--- src/rtl/dds_pkg.sv ---
// Shared types, widths and codes for the discrete distribution sampler.
package dds_pkg;

  // Default parameter values.
  localparam int MaxEntriesDef = 256;
  localparam int WeightBitsDef = 16;
  localparam int RandomBitsDef = 16;

  // Fixed field and table widths.
  localparam int WeightW = 16;
  localparam int RandomW = 16;
  localparam int IndexW  = 8;
  localparam int TotalW  = 24;
  localparam int TargetW = RandomW + TotalW;

  // Saturation value of the running total.
  localparam logic [TotalW-1:0] TotalMax = {TotalW{1'b1}};

  // Opcode of an input word.
  localparam logic OP_LOAD   = 1'b0;
  localparam logic OP_SAMPLE = 1'b1;

  // Result status codes.
  localparam logic [1:0] ST_OK    = 2'd0;
  localparam logic [1:0] ST_EMPTY = 2'd1;
  localparam logic [1:0] ST_FULL  = 2'd2;

  // Commands from the controller to the datapath.
  typedef struct packed {
    logic       capture;   // latch the accepted input word
    logic       load;      // append the captured weight to the table
    logic       mul_init;  // form the search target and the search bounds
    logic       read;      // read the table at the search midpoint
    logic       step;      // compare the read entry and narrow the bounds
    logic       emit;      // put a result word on the output
    logic [1:0] code;      // status of the emitted result
  } dds_cmd_t;

  // Status from the datapath to the controller.
  typedef struct packed {
    logic is_sample;    // captured word is a sample request
    logic full;         // a load would not fit in the table
    logic empty;        // no entries or a zero total
    logic search_done;  // the search bounds have met
  } dds_stat_t;

endpackage

--- src/rtl/dds_ctrl.sv ---
// Controller state machine of the discrete distribution sampler.
module dds_ctrl (
  input  logic               clk,
  input  logic               rst_n,
  input  logic               start,
  output logic               busy,
  input  dds_pkg::dds_stat_t stat,
  output dds_pkg::dds_cmd_t  cmd
);
  import dds_pkg::*;

  typedef enum logic [3:0] {
    S_IDLE    = 4'b0001,
    S_DECODE  = 4'b0010,
    S_SEARCH  = 4'b0100,
    S_COMPARE = 4'b1000
  } state_t;

  state_t state_r;
  state_t state_nxt;

  // State register.
  always_ff @(posedge clk) begin
    if (!rst_n) begin
      state_r <= S_IDLE;
    end else begin
      state_r <= state_nxt;
    end
  end

  assign busy = (state_r != S_IDLE);

  // Next state and command decode.
  always_comb begin
    state_nxt    = state_r;
    cmd          = '0;
    cmd.code     = ST_OK;
    case (state_r)
      S_IDLE: begin
        if (start) begin
          cmd.capture = 1'b1;
          state_nxt   = S_DECODE;
        end
      end
      S_DECODE: begin
        if (!stat.is_sample) begin
          if (stat.full) begin
            cmd.emit = 1'b1;
            cmd.code = ST_FULL;
          end else begin
            cmd.load = 1'b1;
          end
          state_nxt = S_IDLE;
        end else if (stat.empty) begin
          cmd.emit  = 1'b1;
          cmd.code  = ST_EMPTY;
          state_nxt = S_IDLE;
        end else begin
          cmd.mul_init = 1'b1;
          state_nxt    = S_SEARCH;
        end
      end
      S_SEARCH: begin
        if (stat.search_done) begin
          cmd.emit  = 1'b1;
          cmd.code  = ST_OK;
          state_nxt = S_IDLE;
        end else begin
          cmd.read  = 1'b1;
          state_nxt = S_COMPARE;
        end
      end
      S_COMPARE: begin
        cmd.step  = 1'b1;
        state_nxt = S_SEARCH;
      end
      default: begin
        state_nxt = S_IDLE;
      end
    endcase
  end

endmodule

--- config.mk ---
export PLATFORM = sky130hd
export DESIGN_NAME = dds_ctrl
export DESIGN_NICKNAME = d
export VERILOG_FILES = /design/src/rtl/dds_pkg.sv /design/src/rtl/dds_ctrl.sv
export SDC_FILE = /design/constraint.sdc
export NUM_CORES = 1
export LEC_CHECK = 0
export ABC_AREA = 1
export BUFFER_PORTS_ARGS = -buffer_cell sky130_fd_sc_hd__buf_2
export CAP_MARGIN = 10
export CORE_AREA = 2 2 39 41
export CTS_CLUSTER_DIAMETER = 80
export CTS_CLUSTER_SIZE = 16
export DETAILED_ROUTE_END_ITERATION = 8
export DIE_AREA = 0 0 41 43
export SLEW_MARGIN = 20
export SYNTH_ARGS = -nofsm -noshare
export SYNTH_HDL_FRONTEND = slang
export SYNTH_SLANG_ARGS = --single-unit
--- constraint.sdc ---
create_clock -name clk -period 1.1 [get_ports clk]
set_input_delay 0.165 -clock clk [delete_from_list [all_inputs] [get_ports clk]]
set_output_delay 0.165 -clock clk [all_outputs]
set_load 0.03 [all_outputs]
==> metrics, run 1 <==
GRT overflow=0; routability congestion estimate=0.801; core area=0.00138 mm²; Max stage delay on crit path=0.31 ns; diodes inserted=0; share of layout cells above drive strength 1=70.9%; Critical Path Source Type=flip-flop; worst setup margin=-0.261 ns; H-tree depth=1; sequential fraction of the synthesis area=24.9%; synthesized instance count=55; Max Slew Vio Count=0; YS warnings=0; Root Driver=clkbuf_4; synth top area cells=dfxtp_1, inv_1, nor2_1, nand2_1, nand3_2; Worst Tran Pin Value=0.202 ns; fin nets=95; Total GRT Usage=11.4%; Routed Antenna Nets=0; Synth top area share=24.9%; Clock Path Buffers=2; failing checks=setup timing; Top reg by flops=state_r; Netlist cell types=14; initial drt markers=5; number of synthesized flops with an enable pin=0; Final Critical Period=1.36 ns; Hold Crit Class=in -> reg; DP Wirelength=672 µm; IO Port Bufs=15; clock-pin slew on the worst setup and hold paths=0.03 ns; Lkg Pwr=0.340 nW; Pre-Repair DR Iteration Count=4; clock sinks=4; Top Registers=state_r x4; largest net degree at the start of global routing=7; Setup Skew=0.00671 ns; status=finished with violations; DRT met1 WL=387 µm; total die area=0.00176 mm²; first-pass GRT wire length=1310 µm; Tcrit/Tclk final=124%; Buf/Inv on CP=3; final wirelength=882 µm; CP Class=reg -> out; max_cap viols=0; CP required=0.94 ns; pwr dens=847 mW/mm²; Crit. End Element=output port; WL per Instance=8.65 µm; crit-path cells=inv_2 > nand2_4 > nor2_4 > inv_2 > nor3_2 > buf_4; cell family with the largest share of critical-path delay=buffers and inverters; DR top layer=met4; Yosys top cell by area=dfxtp_1; # DRC=0; f_max=735 MHz; ys async rst share=0%; Worst-Skew Late Latency=0.24 ns; Cell Area, Synth=322 µm²; slew margin rel.=86.5%; I/O Pins=16; initial antenna violation count=0; CTS buffer count=3; vias=435; crit path DAT=1.20 ns; Core Util, Final=45.8%; Cell Rows=14; Starting Density=23.2%; Syn Nets=62; area grow syn2layout=97.3%; total power=0.000537 W; Critical Path Most Common Cell=inv_2; Design Area, Final=634 µm²; vias in the first global route=363; CTS tree=done; met2 wire length=400 µm; top_reg_cell synth=dfxtp_1; chip height=43 µm; RSZ-0062 raised after global routing=true; routed wl met3=74 µm; Worst VDD drop=0.673 mV; final hold vios=0; CP max-delay cell=dfxtp_2; synthesized area per cell=5.85 µm²; top cells by count, synth=inv_1, nor2_1, nand2_1; Via density=4.26; die width=41 µm; Largest register FFs=4; CTS Hold Bufs=0; Setup-failing EPs final=10; crit path max fanout=4; fillers=128; Area after DPL=489 µm²; FF+latch count, synth=4
per-layer routing:
layer / up-vias / GRT usage (%)
met5: - / 0
met4: 0 / 8.00
met3: 4 / 4.71
met2: 16 / 16.9
met1: 187 / 12.5
li1: 228 / -
repair_timing:
| item | in CTS | in global routing |
|---|---|---|
| gates resized for setup | 28 | 3 |
| buffers inserted | 4 | 2 |
| endpoints found under the setup margin | 9 | 11 |
| pin swaps | 5 | 3 |
kinds of logic after synthesis:
logic type	synth area share (%)
AOI/OAI and AO/OA	5.84
buffers and inverters	18.7
DFF	24.9
and+or+nand+nor	50.6
path summary, 6_finish.rpt:
check / start / end / slack, ns / cells past startpoint
hold / removal: stat[0] / state_r[3]$_SDFFE_PN0P_ / 0.14 / 2
setup reg to reg: state_r[3]$_SDFFE_PN0P_ / state_r[0]$_SDFFE_PN1P_ / -0.02 / 8
hold reg to reg: state_r[0]$_SDFFE_PN1P_ / state_r[0]$_SDFFE_PN1P_ / 0.66 / 4
setup / recovery: state_r[2]$_SDFFE_PN0P_ / cmd[1] / -0.26 / 6
cell usage in the layout, fill, tap and decap left out:
cell,synthesis,final
a21oi_2,1,1
buf_2,0,7
buf_4,1,16
buf_6,0,6
clkbuf_4,0,3
dfxtp_2,0,4
inv_1,11,7
inv_2,3,7
nand2_1,10,8
nand2_2,2,3
nand2_4,0,1
nand3_1,3,2
nand3_2,2,3
nor2_1,11,5
nor2_2,0,4
nor2_4,1,3
nor3_1,3,1
nor3_2,1,3
o21ai_0,2,2
area by class of cell:
cell class / instances / area (µm²) / area share (%)
repair buffers: 29 / 223 / 35.1
multi-input cells: 36 / 231 / 36.5
inverters: 14 / 52.6 / 8.28
clock buffers: 3 / 22.5 / 3.55
well taps: 16 / 20.0 / 3.16
flip-flops and latches: 4 / 85.1 / 13.4
through the flow:
| step | instances | hold slack, ns | worst slack, ns | setup TNS, ns |
|---|---|---|---|---|
| global route | 102 | 0.144 | -0.324 | -2.43 |
| floorplan | 55 | 0.243 | -0.0890 | -0.178 |
| detailed placement | 93 | 0.370 | -0.0554 | -0.189 |
| CTS | 100 | 0.129 | -0.258 | -1.80 |
| finish | 102 | 0.141 | -0.261 | -1.80 |
| global placement | 93 | 0.369 | -0.0441 | -0.125 |
power by group:
part / leakage (nW) / switching [W] / internal (W) / total [W]
logic: 0.292 / 0.000101 / 0.0000815 / 0.000183
clock network: 0.0138 / 0.0000660 / 0.000122 / 0.000188
registers: 0.0338 / 0.0000108 / 0.000155 / 0.000166
total: 0.340 / 0.000178 / 0.000359 / 0.000537
worst reg2reg max path, cell delays in order (launching register included):
cell,delay [ns]
dfxtp_2,0.32
buf_4,0.14
nor2_4,0.12
nand3_2,0.09
buf_4,0.14
buf_4,0.12
nand2_1,0.05
inv_1,0.04
nand3_2,0.05
Note: power is estimated with default switching activity, not from simulation.
==> run 2: changes to the inputs <==
==> constraint.sdc (replaced) <==
create_clock -name clk -period 1.6 [get_ports clk]
set_input_delay 0.24 -clock clk [delete_from_list [all_inputs] [get_ports clk]]
set_output_delay 0.24 -clock clk [all_outputs]
set_load 0.03 [all_outputs]
==> run 2 against run 1 <==
The flow now finishes without violations. Routed wire length is 19% lower. Non-clock buffer count is 14 lower. Sequential power is 33% lower. Clock skew is 0.0019 ns lower. First-iteration DRC count is 80% higher. Critical path type unchanged. Cell count is 14% lower. Clock-buffer cell count stayed put.
==> metrics, run 2 (synthesis gave the netlist of run 1 again) <==
chip height=43 µm (unchanged); CP required=1.36 ns (+0.42 ns); final hold vios=0 (unchanged); Switching Share=32.4% (-0.72 points); final wirelength=717 µm (-19%); die width=41 µm (unchanged); H-tree depth=1 (unchanged); Routed Antenna Nets=0 (unchanged); fin nets=81 (-15%); setup TNS=0 ns (+1.80 ns); initial drt markers=9 (+4); f_max=682 MHz; largest net degree at the start of global routing=7 (unchanged); placed cells=85 (-8.6%); Hold Crit Class=in -> reg; Root Driver=clkbuf_4; Reg2Reg Depth=6 (-2); Clock power frac=39.3% (+4.2 points); first-pass GRT wire length=1140 µm (-13%); # DRC=0 (unchanged); Worst-Skew Late Latency=0.24 ns (about the same); Final Critical Period=1.47 ns; vias in the first global route=306 (-16%); DP Wirelength=611 µm (-9.1%); status=completed; most frequent cells in the layout=buf_2, inv_1, nor2_1; Setup Skew=0.00484 ns (-0.00187 ns); crit path max fanout=4 (unchanged); WL per Instance=8.15 µm (-5.8%); CTS buffer count=3 (unchanged); max_cap viols=0 (unchanged); routability congestion estimate=0.809 (+1.0%); reg-to-reg startpoint=state_r[1]$_SDFFE_PN0P_; Crit. End Element=output port; Via density=4.18 (-1.9%); CP Class=reg -> out; area grow syn2layout=35.8%; combinational power share=25.9% (-8.1 points); share of layout cells above drive strength 1=38.9% (-32 points); Min-Delay Path Depth=2 (unchanged); Max Slew Vio Count=0 (unchanged); Tcrit/Tclk final=91.6%; Lkg Pwr=0.262 nW (-23%); Clock Path Buffers=2 (unchanged); reg2reg end=state_r[0]$_SDFFE_PN1P_; IO Port Bufs=15 (unchanged); fillers=148 (+16%); Cell Rows=14 (unchanged); Top Registers=state_r x4; Max stage delay on crit path=0.38 ns (+0.07 ns); Starting Density=23.2% (unchanged); RSZ-0062 raised after global routing=false; CP max-delay cell=dfxtp_1; Pre-Repair DR Iteration Count=3 (-1); Critical Path Source Type=flip-flop; CTS tree=done; vias=368 (-15%); hold_sp=stat[0]; crit path DAT=1.23 ns (+0.03 ns); switching power=0.000104 W (-42%); clock-pin slew on the worst setup and hold paths=0.04 ns (about the same); initial antenna violation count=0 (unchanged); crit-path cells=nand2_2 > nor2_4 > inv_2 > nor3_1 > buf_4; core area=0.00138 mm² (unchanged); Total GRT Usage=9.82% (-1.6 points); clock sinks=4 (unchanged); Hold Path End=state_r[3]$_SDFFE_PN0P_; WHS=0.201 ns (+0.0600 ns); I/O Pins=16 (unchanged); Final Non-Filler Cells=88 (-14%); GRT overflow=0 (unchanged); total die area=0.00176 mm² (unchanged); pwr dens=735 mW/mm² (-13%); Buf/Inv on CP=2 (-1); Flop pwr share=34.7% (+3.8 points); Worst R2R Setup Slack=0.67 ns (+0.69 ns); Worst Tran Pin Value=0.218 ns (+0.0160 ns); internal power=0.000217 W (-40%); slew margin rel.=85.4% (-1.1 points); Setup-failing EPs final=0 (-10); Largest register FFs=4 (unchanged); most common cell after layout, fill and taps aside=buf_2; cell family with the largest share of critical-path delay=flip-flops; Worst VDD drop=0.324 mV (-52%); diodes inserted=0 (unchanged); Top reg by flops=state_r
==> run 2: cell types whose count changed in the layout (fill, tap and decap cells not counted), moves of 2 or more <==
cell | before | now
buf_2 | 7 | 13
buf_4 | 16 | 2
buf_6 | 6 | 0
dfxtp_1 | 0 | 4
dfxtp_2 | 4 | 0
inv_1 | 7 | 11
inv_2 | 7 | 3
nand2_1 | 8 | 10
nor2_1 | 5 | 11
nor2_2 | 4 | 0
nor2_4 | 3 | 1
nor3_1 | 1 | 3
nor3_2 | 3 | 1
==> run 2: how the worst max path moves through the flow <==
stage                                       start     end  slack (ns)  depth (start not counted)
after CTS                 state_r[0]$_SDFFE_PN1P_  cmd[1]        0.10                          6
after global placement    state_r[1]$_SDFFE_PN0P_  cmd[1]        0.36                          5
after detailed placement  state_r[0]$_SDFFE_PN1P_  cmd[1]        0.37                          6
after global routing      state_r[2]$_SDFFE_PN0P_  cmd[1]       0.005                          6
after floorplan           state_r[1]$_SDFFE_PN0P_  cmd[1]        0.09                          4
final                     state_r[1]$_SDFFE_PN0P_  cmd[6]        0.13                          5
==> run 2: area by class of cell <==
cell class	instances	area [µm²]	share of cell area, %
clock buffers	3	22.5	5.16
inverters	14	52.6	12.0
multi-input cells	36	181	41.5
flip-flops and latches	4	80.1	18.3
well taps	16	20.0	4.58
repair buffers	15	80.1	18.3
==> run 2: what timing repair did <==
item                                    4_1_cts  5_1_grt
setup buffers                                 0        0
gates resized for setup                       0        2
endpoints found under the setup margin        0        2
hold buffers                                  0        0
==> run 2: through the flow <==
stage / util, % / power, W / instance area (µm²) / setup slack [ns]
after floorplan: - / 0.000171 / 322 / 0.0891
after global placement: 29.6 / 0.000196 / 409 / 0.356
after detailed placement: 29.6 / 0.000196 / 409 / 0.365
after CTS: 31.2 / 0.000329 / 432 / 0.100
after global routing: 31.6 / 0.000346 / 437 / 0.00493
final: 31.6 / 0.000321 / 437 / 0.134
==> run 2: worst register-to-register path: stages (launching register included) <==
cell,delay [ns]
dfxtp_1,0.33
inv_1,0.08
nand2_1,0.05
nor2_1,0.17
nor2_1,0.06
nand2_1,0.08
nand3_2,0.05
==> run 2: power groups by stage <==
stage	sequential [W]	combinational, W	clock [W]
floorplan	0.000112	0.0000594	0
global placement	0.000113	0.0000824	0
detailed placement	0.000113	0.0000827	0
CTS	0.000112	0.0000838	0.000133
global route	0.000112	0.0000930	0.000141
finish	0.000112	0.0000833	0.000126
==> run 2: per-layer routing <==
layer / up-vias / GRT usage, % / wire length [µm]
li1: 200 / - / -
met2: 19 / 13.1 / 286
met5: - / 0 / 0
met3: 4 / 1.57 / 80
met4: 0 / 10.0 / 29
met1: 145 / 12.1 / 322
==> run 3: changes to the inputs <==
--- a/config.mk
+++ b/config.mk
@@ -9,6 +9,7 @@
 export BUFFER_PORTS_ARGS = -buffer_cell sky130_fd_sc_hd__buf_2
 export CAP_MARGIN = 10
 export CORE_AREA = 2 2 39 41
+export CTS_BUF_LIST = sky130_fd_sc_hd__clkbuf_8 sky130_fd_sc_hd__clkbuf_16
 export CTS_CLUSTER_DIAMETER = 80
 export CTS_CLUSTER_SIZE = 16
 export DETAILED_ROUTE_END_ITERATION = 8
==> run 3 against run 2 <==
Die area unchanged. Global-route usage increased by 0.90 points. Sequential power about the same. Critical path type unchanged. Highest routed layer unchanged.
==> metrics, run 3 (synthesis gave the netlist of run 1 again) <==
status=completed; pwr dens=906 mW/mm² (+23%); first-pass GRT wire length=1120 µm (-1.8%); Crit. End Element=output port; combinational power share=20.2% (-5.7 points); Cell Rows=14 (unchanged); post-cts sizing count=0 (unchanged); Critical Path Most Common Cell=inv_2; crit path DAT=1.22 ns (about the same); Critical Path Source Type=flip-flop; diodes inserted=0 (unchanged); total power=0.000408 W (+27%); worst setup margin=0.139 ns (+0.00485 ns); total die area=0.00176 mm² (unchanged); Worst VDD drop=0.452 mV (+39%); CTS buffer count=3 (unchanged); Largest register FFs=4 (unchanged); final hold vios=0 (unchanged); CTS Hold Bufs=0 (unchanged); clock-pin slew on the worst setup and hold paths=0.03 ns (about the same); chip height=43 µm (unchanged); final wirelength=739 µm (+3.1%); H-tree depth=1 (unchanged); crit path max fanout=4 (unchanged); Top reg by flops=state_r; fin nets=81 (unchanged); total setup buffers inserted after CTS=0 (unchanged); vias=368 (unchanged); DP Wirelength=611 µm (unchanged); Setup-failing EPs final=0 (unchanged); f_max=684 MHz (+0.33%); Pre-Repair DR Iteration Count=4 (+1); cell family with the largest share of critical-path delay=buffers and inverters; WL per Instance=8.40 µm (+3.1%); vias in the first global route=291 (-4.9%); initial drt markers=14 (+5); largest net degree at the start of global routing=7 (unchanged); switching power=0.000115 W (+10%); Lkg Pwr=0.270 nW (+3.1%); Final Critical Period=1.46 ns (-0.00485 ns); share of layout cells above drive strength 1=38.9% (unchanged); clock sinks=4 (unchanged); internal power=0.000293 W (+35%); Buf/Inv on CP=3 (+1); crit-path cells=inv_2 > nand2_2 > nor2_4 > inv_2 > nor3_1 > buf_2; routability congestion estimate=0.809 (unchanged); CTS tree=done; setup TNS=0 ns (unchanged); Worst-Skew Late Latency=0.22 ns (-0.02 ns); # DRC=0 (unchanged); initial antenna violation count=0 (unchanged); most frequent cells in the layout=buf_2, inv_1, nor2_1; Setup Skew=0.000465 ns (-0.00438 ns); Clock Path Buffers=2 (unchanged); Total GRT Usage=10.7% (+0.90 points); slew margin rel.=85.4% (about the same); pre-CTS WS=0.365 ns (unchanged); Worst Tran Pin Value=0.218 ns (-0.000338 ns); Max stage delay on crit path=0.33 ns (-0.05 ns); IO Port Bufs=15 (unchanged); area grow syn2layout=40.1%; GRT overflow=0 (unchanged); max_cap viols=0 (unchanged); Starting Density=23.2% (unchanged); fillers=150 (+1.4%); RSZ-0062 raised after global routing=false; Max Slew Vio Count=0 (unchanged); Root Driver=clkbuf_8; I/O Pins=16 (unchanged); most common cell after layout, fill and taps aside=buf_2; Hold Crit Class=in -> reg; core area=0.00138 mm² (unchanged); Via density=4.18 (unchanged); Clock power frac=52.4% (+13 points); CP Class=reg -> out; Top Registers=state_r x4; Routed Antenna Nets=0 (unchanged); Flop pwr share=27.4% (-7.3 points); CP required=1.36 ns (about the same); Switching Share=28.1% (-4.3 points); Tcrit/Tclk final=91.3% (-0.30 points); CP max-delay cell=dfxtp_1; die width=41 µm (unchanged)
==> run 3: changes by cell type in the layout (fill, tap and decap cells not counted) <==
cell and delta:
buf_2 +2, buf_4 -2, clkbuf_8 +3, clkbuf_4 -3
==> run 3: power by group through the flow <==
| stage | clock, W | combinational (W) | sequential, W |
|---|---|---|---|
| 2_1_floorplan | 0 | 0.0000594 | 0.000112 |
| 3_3_place_gp | 0 | 0.0000824 | 0.000113 |
| 3_5_place_dp | 0 | 0.0000827 | 0.000113 |
| 4_1_cts | 0.000221 | 0.0000832 | 0.000112 |
| 5_1_grt | 0.000227 | 0.0000923 | 0.000112 |
| 6_report | 0.000214 | 0.0000824 | 0.000112 |
==> run 3: final timing paths <==
kind / end / slack (ns) / cells past startpoint / from
max: cmd[6] / 0.14 / 6 / state_r[0]$_SDFFE_PN1P_
min: state_r[3]$_SDFFE_PN0P_ / 0.22 / 2 / stat[0]
max reg2reg: state_r[0]$_SDFFE_PN1P_ / 0.67 / 4 / state_r[0]$_SDFFE_PN1P_
min reg2reg: state_r[3]$_SDFFE_PN0P_ / 0.57 / 3 / state_r[3]$_SDFFE_PN0P_
==> run 3: stage by stage <==
stage          hold WS, ns  util, %  cells  cell area [µm²]
2_1_floorplan        0.318        -     55              322
3_3_place_gp         0.432     29.6     85              409
3_5_place_dp         0.445     29.6     85              409
4_1_cts              0.214     32.5     88              450
5_1_grt              0.232     32.5     88              450
6_report             0.217     32.5     88              450
==> run 3: per-layer routing <==
metal	GRT usage (%)	share of wire (%)	wire, µm
met2	12.5	37	275
met4	16.0	6.9	51
met5	0	0	0
met3	3.14	11	83
met1	11.8	45	329
==> run 3: final cells by class <==
class / instances / area (µm²) / share of cell area, %
clock buffers: 3 / 41.3 / 9.17
inverters: 14 / 52.6 / 11.7
multi-input cells: 36 / 181 / 40.3
flip-flops and latches: 4 / 80.1 / 17.8
well taps: 16 / 20.0 / 4.44
repair buffers: 15 / 75.1 / 16.7
==> run 3: worst register-to-register path, delay by kind of cell (launching register included) <==
kind | cells | cell delay, ns
and+or+nand+nor | 3 | 0.36
DFF | 1 | 0.33
AOI/OAI and AO/OA | 1 | 0.13
